$ cat src/hw/rtl/vnps_pkg.sv
`default_nettype none

package vnps_pkg;

    // Field and register widths
    localparam int COORD_W   = 16;
    localparam int DIFF_W    = COORD_W + 1;
    localparam int GAIN_W    = 16;
    localparam int COMP_W    = 16;
    localparam int DIR_W     = 3 * COMP_W;
    localparam int CFG_IDX_W = 3;
    localparam int CFG_DAT_W = DIR_W;
    localparam int COLOUR_W  = 16;

    // Datapath widths
    localparam int SUM_W     = 42;
    localparam int CROSS_W   = 35;
    localparam int MUL_W     = 35;
    localparam int ACC_W     = 2 * MUL_W;
    localparam int MAG_KEEP  = 24;
    localparam int MM_W      = 50;
    localparam int DOT_W     = 42;
    localparam int VL_W      = 34;
    localparam int NRM_W     = 25;
    localparam int Q_W       = 18;
    localparam int REM_W     = NRM_W + Q_W - 1;
    localparam int RAD_W     = 64;
    localparam int ROOT_W    = 32;
    localparam int BASE_W    = 36;
    localparam int FRAC_PW   = 28;
    localparam int EXP_BIT_W = 4;
    localparam int TOTAL_W   = COLOUR_W + 3;

    // Register indexes
    localparam logic [CFG_IDX_W-1:0] CFG_AMBIENT  = 3'd0;
    localparam logic [CFG_IDX_W-1:0] CFG_DIFFUSE  = 3'd1;
    localparam logic [CFG_IDX_W-1:0] CFG_SPECULAR = 3'd2;
    localparam logic [CFG_IDX_W-1:0] CFG_SPREAD   = 3'd3;
    localparam logic [CFG_IDX_W-1:0] CFG_VIEW     = 3'd4;
    localparam logic [CFG_IDX_W-1:0] CFG_LIGHT    = 3'd5;

    typedef enum logic {
        IT_SQRT = 1'b0,
        IT_DIV  = 1'b1
    } t_iter_op;

    typedef struct packed {
        logic                 start;
        t_iter_op             op;
        logic [RAD_W-1:0]     rad;
        logic [REM_W-1:0]     num;
        logic [NRM_W-1:0]     den;
    } t_iter_req;

    typedef struct packed {
        logic                 done;
        logic [ROOT_W-1:0]    res;
    } t_iter_rsp;

endpackage

`default_nettype wire

$ cat src/hw/rtl/vnps_iter.sv
`default_nettype none

// Shared iterative unit: floor square root, one result bit a cycle, or
// unsigned restoring division, one quotient bit a cycle.
module vnps_iter (
    input  logic                i_clk,
    input  logic                i_rst_n,
    input  vnps_pkg::t_iter_req i_req,
    output vnps_pkg::t_iter_rsp o_rsp
);
    import vnps_pkg::*;

    localparam int CNT_W = $clog2(ROOT_W);

    typedef enum logic [2:0] {
        IS_IDLE = 3'b001,
        IS_SQRT = 3'b010,
        IS_DIV  = 3'b100
    } t_istate;

    t_istate           r_state, n_state;
    logic [CNT_W-1:0]  r_cnt, n_cnt;
    logic [REM_W-1:0]  r_rem, n_rem;
    logic [RAD_W-1:0]  r_rad, n_rad;
    logic [ROOT_W-1:0] r_root, n_root;
    logic [REM_W-1:0]  r_dsh, n_dsh;
    logic              r_done, n_done;
    logic [REM_W-1:0]  sq_sh, sq_trial;

    assign sq_sh    = {r_rem[REM_W-3:0], r_rad[RAD_W-1 -: 2]};
    assign sq_trial = {{(REM_W-ROOT_W-2){1'b0}}, r_root, 2'b01};

    always_comb begin
        n_state = r_state;
        n_cnt   = r_cnt;
        n_rem   = r_rem;
        n_rad   = r_rad;
        n_root  = r_root;
        n_dsh   = r_dsh;
        n_done  = 1'b0;
        case (r_state)
            IS_IDLE: begin
                if (i_req.start) begin
                    n_rad  = i_req.rad;
                    n_root = '0;
                    n_dsh  = {i_req.den, {(Q_W-1){1'b0}}};
                    if (i_req.op == IT_SQRT) begin
                        n_rem   = '0;
                        n_cnt   = CNT_W'(ROOT_W - 1);
                        n_state = IS_SQRT;
                    end else begin
                        n_rem   = i_req.num;
                        n_cnt   = CNT_W'(Q_W - 1);
                        n_state = IS_DIV;
                    end
                end
            end
            IS_SQRT: begin
                n_rad = {r_rad[RAD_W-3:0], 2'b00};
                if (sq_sh >= sq_trial) begin
                    n_rem  = sq_sh - sq_trial;
                    n_root = {r_root[ROOT_W-2:0], 1'b1};
                end else begin
                    n_rem  = sq_sh;
                    n_root = {r_root[ROOT_W-2:0], 1'b0};
                end
                n_cnt = r_cnt - 1'b1;
                if (r_cnt == '0) begin
                    n_done  = 1'b1;
                    n_state = IS_IDLE;
                end
            end
            IS_DIV: begin
                if (r_rem >= r_dsh) begin
                    n_rem  = r_rem - r_dsh;
                    n_root = {r_root[ROOT_W-2:0], 1'b1};
                end else begin
                    n_root = {r_root[ROOT_W-2:0], 1'b0};
                end
                n_dsh = r_dsh >> 1;
                n_cnt = r_cnt - 1'b1;
                if (r_cnt == '0) begin
                    n_done  = 1'b1;
                    n_state = IS_IDLE;
                end
            end
            default: n_state = IS_IDLE;
        endcase
    end

    always_ff @(posedge i_clk) begin
        if (!i_rst_n) begin
            r_state <= IS_IDLE;
            r_done  <= 1'b0;
        end else begin
            r_state <= n_state;
            r_done  <= n_done;
        end
        r_cnt  <= n_cnt;
        r_rem  <= n_rem;
        r_rad  <= n_rad;
        r_root <= n_root;
        r_dsh  <= n_dsh;
    end

    assign o_rsp.done = r_done;
    assign o_rsp.res  = r_root;

endmodule

`default_nettype wire

$ cat config.mk
export PLATFORM = sky130hd
export DESIGN_NAME = vnps_iter
export DESIGN_NICKNAME = d
export VERILOG_FILES = /design/src/hw/rtl/vnps_pkg.sv /design/src/hw/rtl/vnps_iter.sv
export SDC_FILE = /design/constraint.sdc
export NUM_CORES = 1
export LEC_CHECK = 0
export BUFFER_PORTS_ARGS = -buffer_cell sky130_fd_sc_hd__buf_2
export CAP_MARGIN = 20
export CORE_ASPECT_RATIO = 1.75
export CORE_MARGIN = 2
export CORE_UTILIZATION = 55
export DETAILED_ROUTE_END_ITERATION = 16
export PLACE_DENSITY = 0.75
export REMOVE_ABC_BUFFERS = 1
export SYNTH_ARGS = -nofsm -noshare
export SYNTH_HDL_FRONTEND = slang
export SYNTH_SLANG_ARGS = --single-unit
$ cat constraint.sdc
create_clock -name i_clk -period 5.07 [get_ports i_clk]
set_input_delay 0.7605 -clock i_clk [delete_from_list [all_inputs] [get_ports i_clk]]
set_output_delay 0.7605 -clock i_clk [all_outputs]
set_load 0.02 [all_outputs]
==> reports/qor.csv <==
metric,value,unit
Worst Hold Class,flip-flop to flip-flop,
TNS Setup,0,ps
pin count of the biggest net entering global routing,75,
"Seq/Total Area, Yosys",0.4374,
NumNets Final,1786,
maximum vdd drop,0.0002739,V
Area growth syn-to-layout,12.30,%
core box area,23150,um2
CP startpoint kind,flip-flop,
Die Ht,206.5,um
arrival time at the worst endpoint,4370,ps
CTS Sinks,189,
RSZ-0062 raised after global routing,false,
Synth top area share,0.4312,
chip width,119.7,um
Mapped Area,12880,um2
global-route wire length before repair,58070,um
via/cell ratio,6.077,
P_leak,0.006244,uW
status,"finished, final reports clean",
ys flop type,edfxtp_1,
setup bufs post-CTS,0,
Final Hold Vio Count,0,
WL per Instance,19.68,um
Max Clk Rate,235.0,MHz
"Warnings, synthesis",0,
clk root buf,clkbuf_16,
Worst setup EP type,flip-flop,
cell count after synthesis,1446,
Mapped Avg Cell Area,8.911,um2
Pwr Total,4702,uW
final core occ,0.6251,
PortBufs,167,
worst-path fanout max,23,
number of H-tree levels,4,
# rows,74,
TritonCTS clock tree,done,
area occupied by registers,5635,um2
flop and latch count out of synthesis,189,
Num CTS Buffers,17,
fraction of registers with async set/reset,0,
ant diodes,0,
CTS resizes,0,
Clock Tree Buf Depth,2,
main area contributors after synthesis,"edfxtp_1 43%, nand2_1 8.4%, ha_1 7.5%",
share of cells above drive strength 1,0.1483,
Max Slew Vio Count,0,
setup slack after layout,815.5,ps
distinct cell type count after synthesis,74,
pwr/cell area,324.9,nW/um2
fin crit period,4255,ps
final setup vio count,0,
Clock Latency Late Sink,460,ps
number of DRC markers in iteration 0,778,
DRC,0,
GRT overflow,0,
critical path's slowest cell,a311oi_1,
drt total wl,37180,um
Final Cycle Share,0.8392,
Place WS,1037,ps
Tightest Pin Transition,1136,ps
DR vias,11480,
Initial DRT Pass Iterations,6,
CP required,5180,ps
Initial Util,0.5566,
antenna violations before repair,1,
"EDFF count, synth",185,
Die ar.,24720,um2
Post-CTS Hold Fix Bufs,0,
GRT Total Usage,0.3041,
WS Path Type,flip-flop to flip-flop,
fillcell total,2095,
Synth area leader,edfxtp_1,
Max Cap Violations,0,
CP cell instances,ha_1 -> and4_1 -> nand3_1 -> a21oi_1 -> o211ai_1 -> a311oi_1 -> o21ai_0 -> a31oi_1 -> o21a_2 -> buf_4,
HPWL Detailed,27570,um
remaining antenna violation count,0,
clock slew at reported path FFs,70,ps
crit-path max cell delay,520,ps
worst clock skew,12.15,ps
relative slew slack,0.2424,
Placer Congestion,1.007,
WHS,510.6,ps
I/O pin cnt,168,
vias in the first global route,11434,
area of the multi-input gates,6608,um2
[synth_stat cells, types with 11 or more instances]
cell type / number
o21bai_1: 15
a31oi_1: 15
nand4_1: 20
a211oi_1: 12
nand3_1: 26
xor2_1: 26
ha_1: 77
a221o_1: 11
a21o_1: 36
inv_1: 98
nor3_1: 15
xnor2_1: 42
nand2_1: 287
nor2_1: 84
edfxtp_1: 185
a22oi_1: 18
clkbuf_1: 63
o21ai_0: 101
or3_1: 14
a21oi_1: 134
o211ai_1: 14
[layout make-up]
| cell class | count | share of cell area |
|---|---|---|
| sequential | 189 | 0.3895 |
| tap | 304 | 0.02629 |
| multi-input combinational | 1085 | 0.4566 |
| clock inverter | 12 | 0.006745 |
| timing repair buffer | 182 | 0.06554 |
| inverter | 98 | 0.02542 |
| clock buffer | 19 | 0.02992 |
[metal layers]
layer  vias up  wire length (um)  track usage
met2       506             18740       0.5363
met4         2              2968       0.2416
met3       164              1995      0.05022
met1      5349             13460       0.3180
met5         -                13            0
li1       5459                 -            -
[sequential cells by signal (all words and copies together), names as in the netlist]
signal	flops
r_rem	42
r_cnt	5
r_done	1
r_root	32
r_state	3
r_dsh	42
r_rad	64
[critical path, delay by kind of cell (launching register included)]
kind,cells,cell delay (ps)
AO/OA/AOI/OAI,6,2090
AND/OR/NAND/NOR,2,500
adder cells (fa/ha/maj),1,470
flip-flops,1,430
buffers and inverters,1,410
[through the flow]
| step | instance area (um2) | instances |
|---|---|---|
| 2_1_floorplan | 12580 | 1372 |
| 3_3_place_gp | 13940 | 1858 |
| 3_5_place_dp | 13940 | 1858 |
| 4_1_cts | 14470 | 1889 |
| 5_1_grt | 14470 | 1889 |
| 6_report | 14470 | 1889 |
[path summary, 6_finish.rpt]
kind / startpoint / to / slack (ps) / cells after the start
worst max register to register: r_rem[14] / r_rem[8] / 820 / 10
worst min-delay path: r_rad[46] / r_rad[48] / 510 / 2
worst min register to register: r_rad[46] / r_rad[48] / 510 / 2
worst max-delay path: r_rem[14] / r_rem[8] / 820 / 10
[kinds of logic (layout without fill, tap and decap cells)]
family	count (synthesis)	after routing	synth area share
AO/OA/AOI/OAI	412	412	0.2006
XOR/XNOR	68	68	0.04622
adder cells (fa/ha/maj)	78	78	0.07633
buffers and inverters	172	311	0.05185
flip-flops	189	189	0.4374
multiplexers	8	8	0.006506
AND/OR/NAND/NOR	519	519	0.1811
[power breakdown]
part / leakage, uW / switching, uW / internal (uW)
combinational: 0.00417 / 917 / 542
clock: 0.000246 / 609 / 668
sequential: 0.00183 / 76.4 / 1890
total: 0.00624 / 1600 / 3100
[layout by cell type, fill, tap and decap left out, types with 10 or more instances in the layout]
cell       Yosys  routed
a21o_1        36      36
edfxtp_1     185     185
clkbuf_16      0      17
inv_1         98      98
a31oi_1       15      15
ha_1          77      77
nand2_1      287     287
xnor2_1       42      42
a221o_1       11      11
a22oi_1       18      18
nand3_1       26      26
buf_2          3     167
buf_4          1      15
nand2b_1      10      10
a21oi_1      134     134
xor2_1        26      26
o21ai_0      101     101
a211oi_1      12      12
nor3_1        15      15
nor2_1        84      83
nand4_1       20      20
or3_1         14      14
o211ai_1      14      14
o21bai_1      15      15
Power figures use the tool's default switching activity.
